**config.mk**
```make
export PLATFORM = sky130hd
export DESIGN_NAME = stream_substring_replace
export DESIGN_NICKNAME = d
export VERILOG_FILES = /design/src/hdl/ssr_pkg.sv /design/src/hdl/ssr_regs.sv /design/src/hdl/ssr_ctrl.sv /design/src/hdl/ssr_dp.sv /design/src/hdl/stream_substring_replace.sv
export SDC_FILE = /design/constraint.sdc
export NUM_CORES = 1
export LEC_CHECK = 0
export ABC_AREA = 0
export BUFFER_PORTS_ARGS = -buffer_cell sky130_fd_sc_hd__buf_2
export CAP_MARGIN = 20
export CORE_MARGIN = 10
export CORE_UTILIZATION = 40
export DETAILED_ROUTE_END_ITERATION = 16
export GPL_ROUTABILITY_DRIVEN = 0
export HOLD_SLACK_MARGIN = 0.12
export PLACE_DENSITY = 0.58
export SYNTH_ARGS = -nofsm -noshare
export SYNTH_HDL_FRONTEND = slang
export SYNTH_SLANG_ARGS = --single-unit
```
**constraint.sdc**
```tcl
create_clock -name clock -period 2.9 [get_ports clock]
set_input_delay 0.29 -clock clock [delete_from_list [all_inputs] [get_ports clock]]
set_output_delay 0.29 -clock clock [all_outputs]
set_load 0.1 [all_outputs]
```
**src/hdl/ssr_pkg.sv**
```systemverilog
// ---------------------------------------------------------------------------
// ssr_pkg: shared types and constants for the stream substring replacer
// Pattern and replacement sizes, register indexes and the command and
// status bundles that join the controller and the datapath.
// ---------------------------------------------------------------------------
package ssr_pkg;

   localparam int PATTERN_MAX     = 8;
   localparam int REPLACEMENT_MAX = 8;
   localparam int EMIT_MAX        = (PATTERN_MAX > REPLACEMENT_MAX) ?
                                    PATTERN_MAX : REPLACEMENT_MAX;

   localparam int BYTE_W      = 8;
   localparam int LEN_W       = 4;
   localparam int PATTERN_W   = BYTE_W * PATTERN_MAX;
   localparam int REPL_W      = BYTE_W * REPLACEMENT_MAX;
   localparam int BUF_IDX_W   = $clog2(PATTERN_MAX);
   localparam int IDX_W       = $clog2(EMIT_MAX);
   localparam int CSR_INDEX_W = 4;
   localparam int CSR_DATA_W  = 64;

   localparam logic [CSR_INDEX_W-1:0] CSR_PATTERN_LENGTH     = CSR_INDEX_W'(0);
   localparam logic [CSR_INDEX_W-1:0] CSR_PATTERN_BYTES      = CSR_INDEX_W'(1);
   localparam logic [CSR_INDEX_W-1:0] CSR_REPLACEMENT_LENGTH = CSR_INDEX_W'(2);
   localparam logic [CSR_INDEX_W-1:0] CSR_REPLACEMENT_BYTES  = CSR_INDEX_W'(3);

   // effective configuration, lengths already clamped to their legal range
   typedef struct packed {
      logic [LEN_W-1:0]     pattern_length;
      logic [PATTERN_W-1:0] pattern_bytes;
      logic [LEN_W-1:0]     replacement_length;
      logic [REPL_W-1:0]    replacement_bytes;
   } ssr_cfg_type;

   typedef struct packed {
      logic take;
      logic plan;
      logic emit;
      logic mark;
   } ssr_cmd_type;

   typedef struct packed {
      logic out_free;
      logic plan_empty;
      logic plan_last;
      logic emit_final;
   } ssr_stat_type;

endpackage

```
**src/hdl/ssr_regs.sv**
```systemverilog
// ---------------------------------------------------------------------------
// ssr_regs: configuration registers
// Holds pattern and replacement settings and clamps both lengths.
// ---------------------------------------------------------------------------
module ssr_regs (
   input  logic                               clock,
   input  logic                               reset,
   input  logic                               csr_we,
   input  logic [ssr_pkg::CSR_INDEX_W-1:0]    csr_index,
   input  logic [ssr_pkg::CSR_DATA_W-1:0]     csr_wdata,
   output ssr_pkg::ssr_cfg_type               cfg
);
   import ssr_pkg::*;

   logic [LEN_W-1:0]     pattern_length_ff, pattern_length_in;
   logic [PATTERN_W-1:0] pattern_bytes_ff, pattern_bytes_in;
   logic [LEN_W-1:0]     replacement_length_ff, replacement_length_in;
   logic [REPL_W-1:0]    replacement_bytes_ff, replacement_bytes_in;

   always_comb begin
      pattern_length_in     = pattern_length_ff;
      pattern_bytes_in      = pattern_bytes_ff;
      replacement_length_in = replacement_length_ff;
      replacement_bytes_in  = replacement_bytes_ff;
      if (csr_we) begin
         unique case (csr_index)
            CSR_PATTERN_LENGTH:     pattern_length_in     = csr_wdata[LEN_W-1:0];
            CSR_PATTERN_BYTES:      pattern_bytes_in      = csr_wdata[PATTERN_W-1:0];
            CSR_REPLACEMENT_LENGTH: replacement_length_in = csr_wdata[LEN_W-1:0];
            CSR_REPLACEMENT_BYTES:  replacement_bytes_in  = csr_wdata[REPL_W-1:0];
            default: ;
         endcase
      end
   end

   always_ff @(posedge clock) begin
      if (reset) begin
         pattern_length_ff     <= LEN_W'(1);
         pattern_bytes_ff      <= '0;
         replacement_length_ff <= '0;
         replacement_bytes_ff  <= '0;
      end else begin
         pattern_length_ff     <= pattern_length_in;
         pattern_bytes_ff      <= pattern_bytes_in;
         replacement_length_ff <= replacement_length_in;
         replacement_bytes_ff  <= replacement_bytes_in;
      end
   end

   // empty pattern counts as one byte, oversize lengths saturate
   always_comb begin
      if (pattern_length_ff == '0) begin
         cfg.pattern_length = LEN_W'(1);
      end else if (pattern_length_ff > LEN_W'(PATTERN_MAX)) begin
         cfg.pattern_length = LEN_W'(PATTERN_MAX);
      end else begin
         cfg.pattern_length = pattern_length_ff;
      end
      if (replacement_length_ff > LEN_W'(REPLACEMENT_MAX)) begin
         cfg.replacement_length = LEN_W'(REPLACEMENT_MAX);
      end else begin
         cfg.replacement_length = replacement_length_ff;
      end
      cfg.pattern_bytes     = pattern_bytes_ff;
      cfg.replacement_bytes = replacement_bytes_ff;
   end

endmodule

```
**src/hdl/ssr_ctrl.sv**
```systemverilog
// ---------------------------------------------------------------------------
// ssr_ctrl: sequencing controller
// Takes one item, has the datapath plan its results, then steps the
// emission into the output register as it frees up.
// ---------------------------------------------------------------------------
module ssr_ctrl (
   input  logic                  clock,
   input  logic                  reset,
   input  logic                  req_valid,
   output logic                  req_ready,
   input  ssr_pkg::ssr_stat_type stat,
   output ssr_pkg::ssr_cmd_type  cmd
);
   import ssr_pkg::*;

   typedef enum logic [1:0] {
      ST_IDLE,
      ST_PLAN,
      ST_EMIT
   } state_type;

   state_type state_ff, state_in;
   logic      ready_ff;

   always_comb begin
      cmd.take = ready_ff && req_valid;
      cmd.plan = (state_ff == ST_PLAN);
      cmd.emit = (state_ff == ST_EMIT) && !stat.plan_empty && stat.out_free;
      cmd.mark = (state_ff == ST_EMIT) && stat.plan_empty && stat.plan_last &&
                 stat.out_free;
   end

   always_comb begin
      state_in = state_ff;
      unique case (state_ff)
         ST_IDLE: begin
            if (cmd.take) state_in = ST_PLAN;
         end
         ST_PLAN: begin
            state_in = ST_EMIT;
         end
         ST_EMIT: begin
            if (stat.plan_empty) begin
               // bare end marker still has to get into the output register
               if (!stat.plan_last || stat.out_free) state_in = ST_IDLE;
            end else if (stat.out_free && stat.emit_final) begin
               state_in = ST_IDLE;
            end
         end
         default: state_in = ST_IDLE;
      endcase
   end

   always_ff @(posedge clock) begin
      if (reset) begin
         state_ff <= ST_IDLE;
         ready_ff <= 1'b1;
      end else begin
         state_ff <= state_in;
         ready_ff <= (state_in == ST_IDLE);
      end
   end

   assign req_ready = ready_ff;

endmodule

```
**src/hdl/ssr_dp.sv**
```systemverilog
// ---------------------------------------------------------------------------
// ssr_dp: match datapath
// Holds the partial-match bytes as a shift line, plans each item's results
// and drives the registered result channel.
// ---------------------------------------------------------------------------
module ssr_dp (
   input  logic                        clock,
   input  logic                        reset,
   input  ssr_pkg::ssr_cmd_type        cmd,
   output ssr_pkg::ssr_stat_type       stat,
   input  ssr_pkg::ssr_cfg_type        cfg,
   input  logic [ssr_pkg::BYTE_W-1:0]  req_in_byte,
   input  logic                        req_in_last,
   input  logic                        rsp_ready,
   output logic                        rsp_valid,
   output logic [ssr_pkg::BYTE_W-1:0]  rsp_out_byte,
   output logic                        rsp_out_has_byte,
   output logic                        rsp_out_last
);
   import ssr_pkg::*;

   logic [BYTE_W-1:0] buf_ff [PATTERN_MAX];
   logic [BYTE_W-1:0] buf_in [PATTERN_MAX];
   logic [LEN_W-1:0]  cnt_ff, cnt_in;
   logic              last_ff, last_in;
   logic              match_ff, match_in;
   logic [LEN_W-1:0]  nemit_ff, nemit_in;
   logic [IDX_W-1:0]  idx_ff, idx_in;

   logic              rsp_valid_ff, rsp_valid_in;
   logic [BYTE_W-1:0] rsp_byte_ff, rsp_byte_in;
   logic              rsp_has_ff, rsp_has_in;
   logic              rsp_last_ff, rsp_last_in;

   logic                   eq [PATTERN_MAX][PATTERN_MAX];
   logic [PATTERN_MAX-1:0] pre_ok;
   logic [PATTERN_MAX-1:0] cand;
   logic                   matched;
   logic [LEN_W-1:0]       shift;
   logic [LEN_W-1:0]       nemit_calc;
   logic [BYTE_W-1:0]      emit_byte;
   logic                   emit_final;

   // eq[s][i]: held byte s+i equals pattern byte i
   always_comb begin
      for (int s = 0; s < PATTERN_MAX; s++) begin
         for (int i = 0; i < PATTERN_MAX; i++) begin
            if (s + i < PATTERN_MAX) begin
               eq[s][i] = (buf_ff[BUF_IDX_W'(s + i)] ==
                           cfg.pattern_bytes[BYTE_W*i +: BYTE_W]);
            end else begin
               eq[s][i] = 1'b0;
            end
         end
      end
   end

   always_comb begin
      for (int s = 0; s < PATTERN_MAX; s++) begin
         pre_ok[s] = 1'b1;
         for (int i = 0; i < PATTERN_MAX; i++) begin
            if (s + i < int'(cnt_ff)) pre_ok[s] = pre_ok[s] & eq[s][i];
         end
         // a kept tail must be a proper prefix, shorter than the pattern
         cand[s] = (s < int'(cnt_ff)) &&
                   (int'(cnt_ff) - s < int'(cfg.pattern_length)) && pre_ok[s];
      end
      matched = (cnt_ff == cfg.pattern_length) && pre_ok[0];
      shift = cnt_ff;
      for (int s = PATTERN_MAX - 1; s >= 0; s--) begin
         if (cand[s]) shift = LEN_W'(s);
      end
      if (matched) begin
         nemit_calc = cfg.replacement_length;
      end else if (last_ff) begin
         nemit_calc = cnt_ff;
      end else begin
         nemit_calc = shift;
      end
   end

   assign emit_byte  = match_ff ? cfg.replacement_bytes[{idx_ff, 3'b000} +: BYTE_W]
                                : buf_ff[0];
   assign emit_final = (LEN_W'(idx_ff) == nemit_ff - LEN_W'(1));

   // released bytes leave from the front, so the line shifts by one per pop
   always_comb begin
      buf_in = buf_ff;
      if (cmd.take) begin
         buf_in[cnt_ff[BUF_IDX_W-1:0]] = req_in_byte;
      end else if (cmd.emit && !match_ff) begin
         for (int i = 0; i < PATTERN_MAX - 1; i++) buf_in[i] = buf_ff[i + 1];
      end
   end

   always_comb begin
      cnt_in   = cnt_ff;
      last_in  = last_ff;
      match_in = match_ff;
      nemit_in = nemit_ff;
      idx_in   = idx_ff;
      if (cmd.take) begin
         cnt_in  = cnt_ff + LEN_W'(1);
         last_in = req_in_last;
      end
      if (cmd.plan) begin
         match_in = matched;
         nemit_in = nemit_calc;
         idx_in   = '0;
         if (matched) cnt_in = '0;
      end
      if (cmd.emit) begin
         idx_in = idx_ff + IDX_W'(1);
         if (!match_ff) cnt_in = cnt_ff - LEN_W'(1);
      end
   end

   always_comb begin
      rsp_valid_in = rsp_valid_ff && !rsp_ready;
      rsp_byte_in  = rsp_byte_ff;
      rsp_has_in   = rsp_has_ff;
      rsp_last_in  = rsp_last_ff;
      if (cmd.emit) begin
         rsp_valid_in = 1'b1;
         rsp_byte_in  = emit_byte;
         rsp_has_in   = 1'b1;
         rsp_last_in  = last_ff && emit_final;
      end else if (cmd.mark) begin
         rsp_valid_in = 1'b1;
         rsp_byte_in  = '0;
         rsp_has_in   = 1'b0;
         rsp_last_in  = 1'b1;
      end
   end

   always_ff @(posedge clock) begin
      if (reset) begin
         cnt_ff       <= '0;
         rsp_valid_ff <= 1'b0;
      end else begin
         cnt_ff       <= cnt_in;
         rsp_valid_ff <= rsp_valid_in;
      end
   end

   always_ff @(posedge clock) begin
      buf_ff      <= buf_in;
      last_ff     <= last_in;
      match_ff    <= match_in;
      nemit_ff    <= nemit_in;
      idx_ff      <= idx_in;
      rsp_byte_ff <= rsp_byte_in;
      rsp_has_ff  <= rsp_has_in;
      rsp_last_ff <= rsp_last_in;
   end

   always_comb begin
      stat.out_free   = !rsp_valid_ff || rsp_ready;
      stat.plan_empty = (nemit_ff == '0);
      stat.plan_last  = last_ff;
      stat.emit_final = emit_final;
   end

   assign rsp_valid        = rsp_valid_ff;
   assign rsp_out_byte     = rsp_byte_ff;
   assign rsp_out_has_byte = rsp_has_ff;
   assign rsp_out_last     = rsp_last_ff;

`ifndef SYNTHESIS
   a_load_only_when_free : assert property (@(posedge clock) disable iff (reset)
      (cmd.emit || cmd.mark) |-> stat.out_free)
      else $error("output register loaded while occupied");

   a_held_in_range : assert property (@(posedge clock) disable iff (reset)
      cnt_ff <= LEN_W'(PATTERN_MAX))
      else $error("held byte count out of range");

   a_last_empties : assert property (@(posedge clock) disable iff (reset)
      (cmd.emit && emit_final && last_ff) |=> (cnt_ff == '0))
      else $error("held bytes left after end of text");

   a_match_plan : assert property (@(posedge clock) disable iff (reset)
      (cmd.plan && matched) |=> (cnt_ff == '0 && nemit_ff == cfg.replacement_length))
      else $error("match did not clear held bytes or plan the replacement");
`endif

endmodule

```
**src/hdl/stream_substring_replace.sv**
```systemverilog
// ---------------------------------------------------------------------------
// stream_substring_replace: streaming find and replace
// Replaces every leftmost non-overlapping occurrence of a pattern in a
// byte stream with a replacement string.
// ---------------------------------------------------------------------------
// Usage: text bytes enter on the req_ channel (valid/ready), one byte per
// item with req_in_last on the final byte. Results leave on the rsp_ channel
// one byte per item; rsp_out_has_byte low marks a bare end marker and
// rsp_out_last flags the final result of each text. The user must set
// pattern and replacement through the csr_ write port while the block is
// idle; the block itself does not enforce this. After acceptance an item
// passes through the plan state and then the emit state; each item releases
// up to 8 replaced or released bytes as results, and the emit sequencer puts
// one result per cycle into the single output register while it is free.
// A stalled receiver holds that register and the sequencer waits on it;
// req_ready stays low until the current item's results are all loaded.
// Reset (synchronous) empties the partial-match store, drops any pending
// result and restores pattern length 1, empty pattern and replacement.
// ---------------------------------------------------------------------------
module stream_substring_replace (
   input  logic                               clock,
   input  logic                               reset,
   input  logic                               req_valid,
   output logic                               req_ready,
   input  logic [ssr_pkg::BYTE_W-1:0]         req_in_byte,
   input  logic                               req_in_last,
   output logic                               rsp_valid,
   input  logic                               rsp_ready,
   output logic [ssr_pkg::BYTE_W-1:0]         rsp_out_byte,
   output logic                               rsp_out_has_byte,
   output logic                               rsp_out_last,
   input  logic                               csr_we,
   input  logic [ssr_pkg::CSR_INDEX_W-1:0]    csr_index,
   input  logic [ssr_pkg::CSR_DATA_W-1:0]     csr_wdata
);
   import ssr_pkg::*;

   ssr_cfg_type  cfg;
   ssr_cmd_type  cmd;
   ssr_stat_type stat;

   ssr_regs u_regs (
      .clock     (clock),
      .reset     (reset),
      .csr_we    (csr_we),
      .csr_index (csr_index),
      .csr_wdata (csr_wdata),
      .cfg       (cfg)
   );

   ssr_ctrl u_ctrl (
      .clock     (clock),
      .reset     (reset),
      .req_valid (req_valid),
      .req_ready (req_ready),
      .stat      (stat),
      .cmd       (cmd)
   );

   ssr_dp u_dp (
      .clock            (clock),
      .reset            (reset),
      .cmd              (cmd),
      .stat             (stat),
      .cfg              (cfg),
      .req_in_byte      (req_in_byte),
      .req_in_last      (req_in_last),
      .rsp_ready        (rsp_ready),
      .rsp_valid        (rsp_valid),
      .rsp_out_byte     (rsp_out_byte),
      .rsp_out_has_byte (rsp_out_has_byte),
      .rsp_out_last     (rsp_out_last)
   );

endmodule
```
# Yosys cells after proc, flatten, opt, wreduce, memory -nomap -nowiden
# Index checks and enable logic that the tools add are counted.
# word_totals
register_bits,227
# op_classes
n_addsub,11
n_lt_le_gt_ge,27
eq_ne,25
n_shift,1
muxes,101
bitwise,29
n_reduce_logical,47
# ops
op,count
$lt A32 B5 Y1,7
$mux W56,2
$eq A8 B8 Y1,10
$mux W4,18
$mux W1,68
$bwmux W64,1
$eq A8 B8 Y1 const A,8
$shiftx A64 B7 Y8,1
$mux W8,4
$and A1 B1 Y1,28
$logic_and A1 B1 Y1,28
$lt A4 B4 Y1 const A,7
$demux W8 S3,1
$sub A4 B3 Y5 const B,4
$lt A3 B4 Y1 const A,4
$logic_not A4 Y1,3
$sub A4 B2 Y5 const B,2
$eq A4 B2 Y1 const B,2
$gt A4 B4 Y1 const B,2
$lt A1 B4 Y1 const A,2
$lt A2 B4 Y1 const A,2
$mux W2,4
$reduce_and A2 Y1,4
$sub A4 B1 Y4 const B,2
other kinds (18),27

# Depth between registers and ports, before layout
# depth
word_depth,21
mapped_depth,13
ltp_nobuf,12

# Modules after synthesis
# From an unflattened synthesis, not the netlist that was laid out.
# unflattened
cells_unflattened,1219
hier_area_um2,12346.8
# by_module_without_submodules
module,n_inst,cells_each,area_per_inst_um2
ssr_dp,1,670,6511.2
ssr_regs,1,529,5666.7
ssr_ctrl,1,20,168.9

# Least setup slack after synthesis
# No wires, ideal clock.
# synth_path
path_type,register to register
startpoint,register u_dp.cnt_ff[2]
endpoint,register u_dp.nemit_ff[2] (data pin)
setup_time_ps,262
arrival_ps,2867
required_time_ps,2638
slack_ps,-230
stages_incl_launch_ff,14
path_buffers,1
synth_period_minus_slack_ps,3130
cell_sequence,dfxtp_1 clkbuf_1 inv_1 ha_1 nand2_1 nand2_1 xnor2_1 ha_1 a21oi_1 a21boi_0 or4b_4 o211a_2 a311oi_2 nor3_1
# synth_via
elab_chain_cells,20
elab_cells_between_ends,150
cone_classes,add/sub: 7; order compare: 23; eq/ne: 1; mux: 74; bitwise: 28; reduce/logical: 17
# synth_lines
element,line_no,text
start: declaration,ssr_dp.sv:24,"logic [LEN_W-1:0] cnt_ff, cnt_in;"
start signal: assignment,ssr_dp.sv:141,cnt_ff <= cnt_in;
branches (longest 19 deep; another with $lt A32 B5 Y1),n/a,
$mux W4 (*),ssr_dp.sv:73,if (matched) begin
via u_dp.nemit_calc[2],ssr_dp.sv:40,logic [LEN_W-1:0] nemit_calc;
end signal: assignment,ssr_dp.sv:150,nemit_ff <= nemit_in;
end: declaration,ssr_dp.sv:27,"logic [LEN_W-1:0] nemit_ff, nemit_in;"
# Mark *: on every way through the listed nets, which the timed path passes.
# A chain may end at the register's enable or synchronous reset.

# Worst setup path in the final report
# layout_path
startpoint,register u_dp.cnt_ff[1]
endpoint,register u_dp.nemit_ff[2] (data pin)
# Same word-level chain as after synthesis.

==> results.py <==
metrics = {
    "sta": {
        "hold_viol": 0,
        "max_freq_ghz": 0.362,
        "min_period_ns": 2.76,
        "period_share_pct": 95.3,
        "drv_slew": 0,
        "hold_slack_ns": 0.137,
        "worst_pin_slew_ns": 1.02,
        "relSlewSlack_pct": 32.3,
        "finalSetupViolations": 0,
        "finalWorstSetupSlack_ns": 0.136,
        "finClkSkew_ns": 0.0178,
    },
    "layout": {
        "multi_input_area_um2": 4930,
        "final_cells": 1518,
        "finalInstanceArea_um2": 12200,
        "diodes": 0,
        "drive_gt1_share_pct": 17.3,
        "nFillCells": 2291,
        "nets": 1304,
        "final-seq-area_um2": 4730,
        "areaGrowthSynthToFinish_pct": 21.8,
    },
    "grt": {
        "grtUsageMet2_pct": 28.1,
        "grt_pass1_vias": 7838,
        "grt_util_met3_pct": 2.88,
        "busiest_layer": "met2",
        "track_usage_pct": 18.2,
        "antenna_found_initial": 0,
        "use_met1_pct": 26.1,
        "grt_pass1_wl_mm": 45.1,
        "grt_max_degree": 92,
        "overflow": 0,
    },
    "power_and_ir_drop": {
        "leakage_nw": 4.54,
        "vdd_ir_drop_max_mv": 0.355,
        "cellPowerDensity_nw_per_um2": 558,
        "power_mw": 6.79,
    },
    "yosys": {
        "ys_types": 57,
        "ys_seq_elements": 195,
        "syn_nets": 1165,
        "synth.area.mux_share_pct": 5.11,
        "avgSynthCellArea_um2": 9.60,
        "synth-xor-area-share_pct": 8.15,
        "synth_compound_area_share_pct": 15.6,
        "async_flop_share_pct": 0,
        "yosysWarnings": 0,
        "synth_top_family_by_area": "compound AO/OA/AOI/OAI gates",
        "synth-simple-area-share_pct": 14.8,
        "syn_area_um2": 10000,
        "syn_inst": 1042,
        "ys.flop_type": "dfxtp_1",
        "synth_edf_count": 82,
        "synth_adder_area_share_pct": 5.13,
        "ys_seq_area_share_pct": 47.3,
    },
    "die": {
        "die_area_um2": 31700,
        "rows": 57,
        "start_util_pct": 40.9,
        "io_pins": 94,
        "core-area_um2": 24500,
        "die_h_um": 178,
        "die_w_um": 178,
    },
    "critical_path": {
        "r2r_end": "u_dp.nemit_ff[2]$_DFFE_PP_",
        "reg2reg_from": "u_dp.cnt_ff[1]$_SDFF_PP0_",
        "critPathSlowestCell": "or4b_4",
        "crit_path_cell_trace": "inv_4 -> ha_4 -> inv_1 -> ha_1 -> nor2b_4 -> o211ai_1 -> a21boi_1 -> or4b_4 -> o211a_4 -> a311oi_2 -> nor3_1",
        "cp-start-kind": "flop",
        "crit_arrival_ns": 2.95,
        "criticalPathCategory": "reg -> reg",
        "path_max_fanout": 4,
        "regToRegSetupSlack_ns": 0.14,
        "critPathCaptureType": "flop",
        "cp_top_family": "simple AND/OR/NAND/NOR gates",
        "worstPathRequired_ns": 3.08,
        "cp_slowest_stage_delay_ns": 0.56,
        "reg2reg_depth": 11,
        "crit_buf_inv": 2,
    },
    "drt": {
        "drt_iter0_drc": 814,
        "vias_per_cell": 5.35,
        "drc": 0,
        "final_antenna_net_count": 0,
        "first_pass_iters": 8,
        "wl_mm": 29.1,
        "routedWlPerCell_um": 19.2,
        "vias": 8128,
    },
    "clock_tree": {
        "clk_pin_slew_ns": 0.08,
        "cts_num_sinks": 195,
        "h-tree-depth": 4,
        "clock-root-buffer": "clkbuf_16",
        "cts_buffer_depth": 2,
        "clk_latency_ns": 0.44,
        "cts_tree": "done",
        "numCtsBuffers": 17,
    },
    "min_path": {
        "hold_end": "u_regs.pattern_bytes_ff[26]$_SDFFE_PP0P_",
        "hold_class": "in -> reg",
        "hold_start": "csr_wdata[26]",
        "whs_path_depth": 3,
    },
    "placed_design": {
        "post-place-ws_ns": -0.0103,
        "placed_area_um2": 10900,
        "hpwl_mm": 20.7,
        "dpl.cell_count": 1423,
        "portBuffers": 93,
    },
    "run_status": {
        "status": "finished, final reports clean",
    },
    "run": {
        "maxCapViolations": 0,
    },
}
## cell usage in the layout, fill, tap and decap left out, drive strengths merged, types with 2 or more instances in the layout
cell / instances
and2: 2
a21oi: 116
buf: 135
nand4: 12
a21o: 2
bufinv: 2
ha: 41
mux2i: 15
clkbuf: 17
xnor2: 47
o211ai: 7
a311oi: 3
nand3: 4
dlygate4sd3: 60
or2: 3
mux4: 16
dfxtp: 113
nor3: 10
nor2b: 7
nand2: 234
clkinv: 5
or4b: 2
and3: 9
nand2b: 10
inv: 35
a22o: 57
nor4: 10
a221oi: 2
a31oi: 4
nand3b: 4
nor3b: 2
o21ai: 19
edfxtp: 82
nor2: 31
a21boi: 2
xor2: 46
a211o: 2
a211oi: 12
## timing repair
item | CTS | global route
buffers inserted | 0 | 3
resized for setup | 2 | 15
hold buffers | 60 | 0
endpoints found under the hold margin | 81 | 0
setup endpoints to repair | 1 | 3
pin swaps | 0 | 7
gates cloned | 0 | 0
## sequential cells by signal, summed over array words and instances, names as in the netlist, 2 cells and up
register and cells:
u_dp.buf_ff 64, u_regs.replacement_bytes_ff 64, u_regs.pattern_bytes_ff 32, u_dp.rsp_out_byte 8, u_dp.cnt_ff 4, u_dp.nemit_ff 4, u_regs.pattern_length_ff 4, u_regs.replacement_length_ff 4
u_dp.idx_ff 3, u_ctrl.state_ff 2
## Yosys cell counts (3+ instances only)
master | count | area share (%)
nand3_1 | 4 | 0.20
nor2_1 | 31 | 1.2
edfxtp_1 | 82 | 25
a22o_1 | 57 | 5.0
nor4_1 | 10 | 0.63
mux2i_1 | 15 | 1.5
ha_1 | 41 | 5.1
o21ai_0 | 15 | 0.75
inv_2 | 3 | 0.11
a21oi_1 | 116 | 5.8
o21ai_1 | 4 | 0.20
xor2_1 | 46 | 4.0
nor2b_1 | 7 | 0.44
a211oi_1 | 12 | 0.90
nand3b_1 | 4 | 0.30
nor3_1 | 10 | 0.50
clkbuf_1 | 60 | 2.3
mux4_2 | 16 | 3.6
nand2_1 | 234 | 8.8
and3_1 | 9 | 0.56
nand4_1 | 12 | 0.75
buf_1 | 6 | 0.23
inv_1 | 24 | 0.90
xnor2_1 | 47 | 4.1
a31oi_1 | 4 | 0.25
o211ai_1 | 7 | 0.53
dfxtp_1 | 113 | 23
buf_2 | 8 | 0.40
nand2b_1 | 10 | 0.63
## stage by stage
step	TNS [ns]	util, %
floorplan	0	-
global placement	0	44.5
detailed placement	-0.0103	44.5
CTS	0	49.5
global route	-0.0247	49.8
finish	0	49.8
## worst max path at each step
stage	startpoint	endpoint	slack (ns)	depth (start not counted)
6_report	u_dp.cnt_ff[1]$_SDFF_PP0_	u_dp.nemit_ff[2]$_DFFE_PP_	0.14	11
2_1_floorplan	u_dp.cnt_ff[2]$_SDFF_PP0_	u_dp.nemit_ff[2]$_DFFE_PP_	0.006	13
3_3_place_gp	u_dp.cnt_ff[1]$_SDFF_PP0_	u_dp.nemit_ff[2]$_DFFE_PP_	0.10	12
5_1_grt	u_dp.cnt_ff[1]$_SDFF_PP0_	u_dp.nemit_ff[2]$_DFFE_PP_	-0.01	11
3_5_place_dp	u_dp.cnt_ff[1]$_SDFF_PP0_	u_dp.nemit_ff[2]$_DFFE_PP_	-0.01	11
4_1_cts	u_dp.cnt_ff[1]$_SDFF_PP0_	u_dp.nemit_ff[2]$_DFFE_PP_	0.03	11
## kinds of logic after synthesis
group           count (synthesis)
fa+ha+maj                      41
compound gates                239
mux                            31
simple gates                  341
xor+xnor                       93
flops                         195
buf+inv                       102
## power by group
| part | switching (mW) | internal, mW | total (mW) |
|---|---|---|---|
| registers | 0.113 | 2.99 | 3.11 |
| clock network | 1.17 | 1.28 | 2.45 |
| logic | 0.724 | 0.509 | 1.23 |
## layout make-up
type                    count  area share (%)
flip-flops and latches    195            38.9
clock buffers              17            3.49
inverters                  27           0.853
well taps                 324            3.33
multi-input cells         745            40.5
clock inverters            15            1.46
repair buffers            195            11.5
## per-layer routing
layer / wire [um] / part of all wire, % / up-vias
met5: 0 / 0 / -
met4: 277 / 0.95 / 0
met3: 1520 / 5.2 / 19
met2: 13200 / 45 / 214
met1: 14100 / 48 / 3953
li1: - / - / 3942
## tightest hold or removal path, cell delays in order
cell and delay (ns):
buf_2 0.12, nand2_1 0.06, a21oi_1 0.05
No activity file was read; power rests on OpenSTA's default activity.
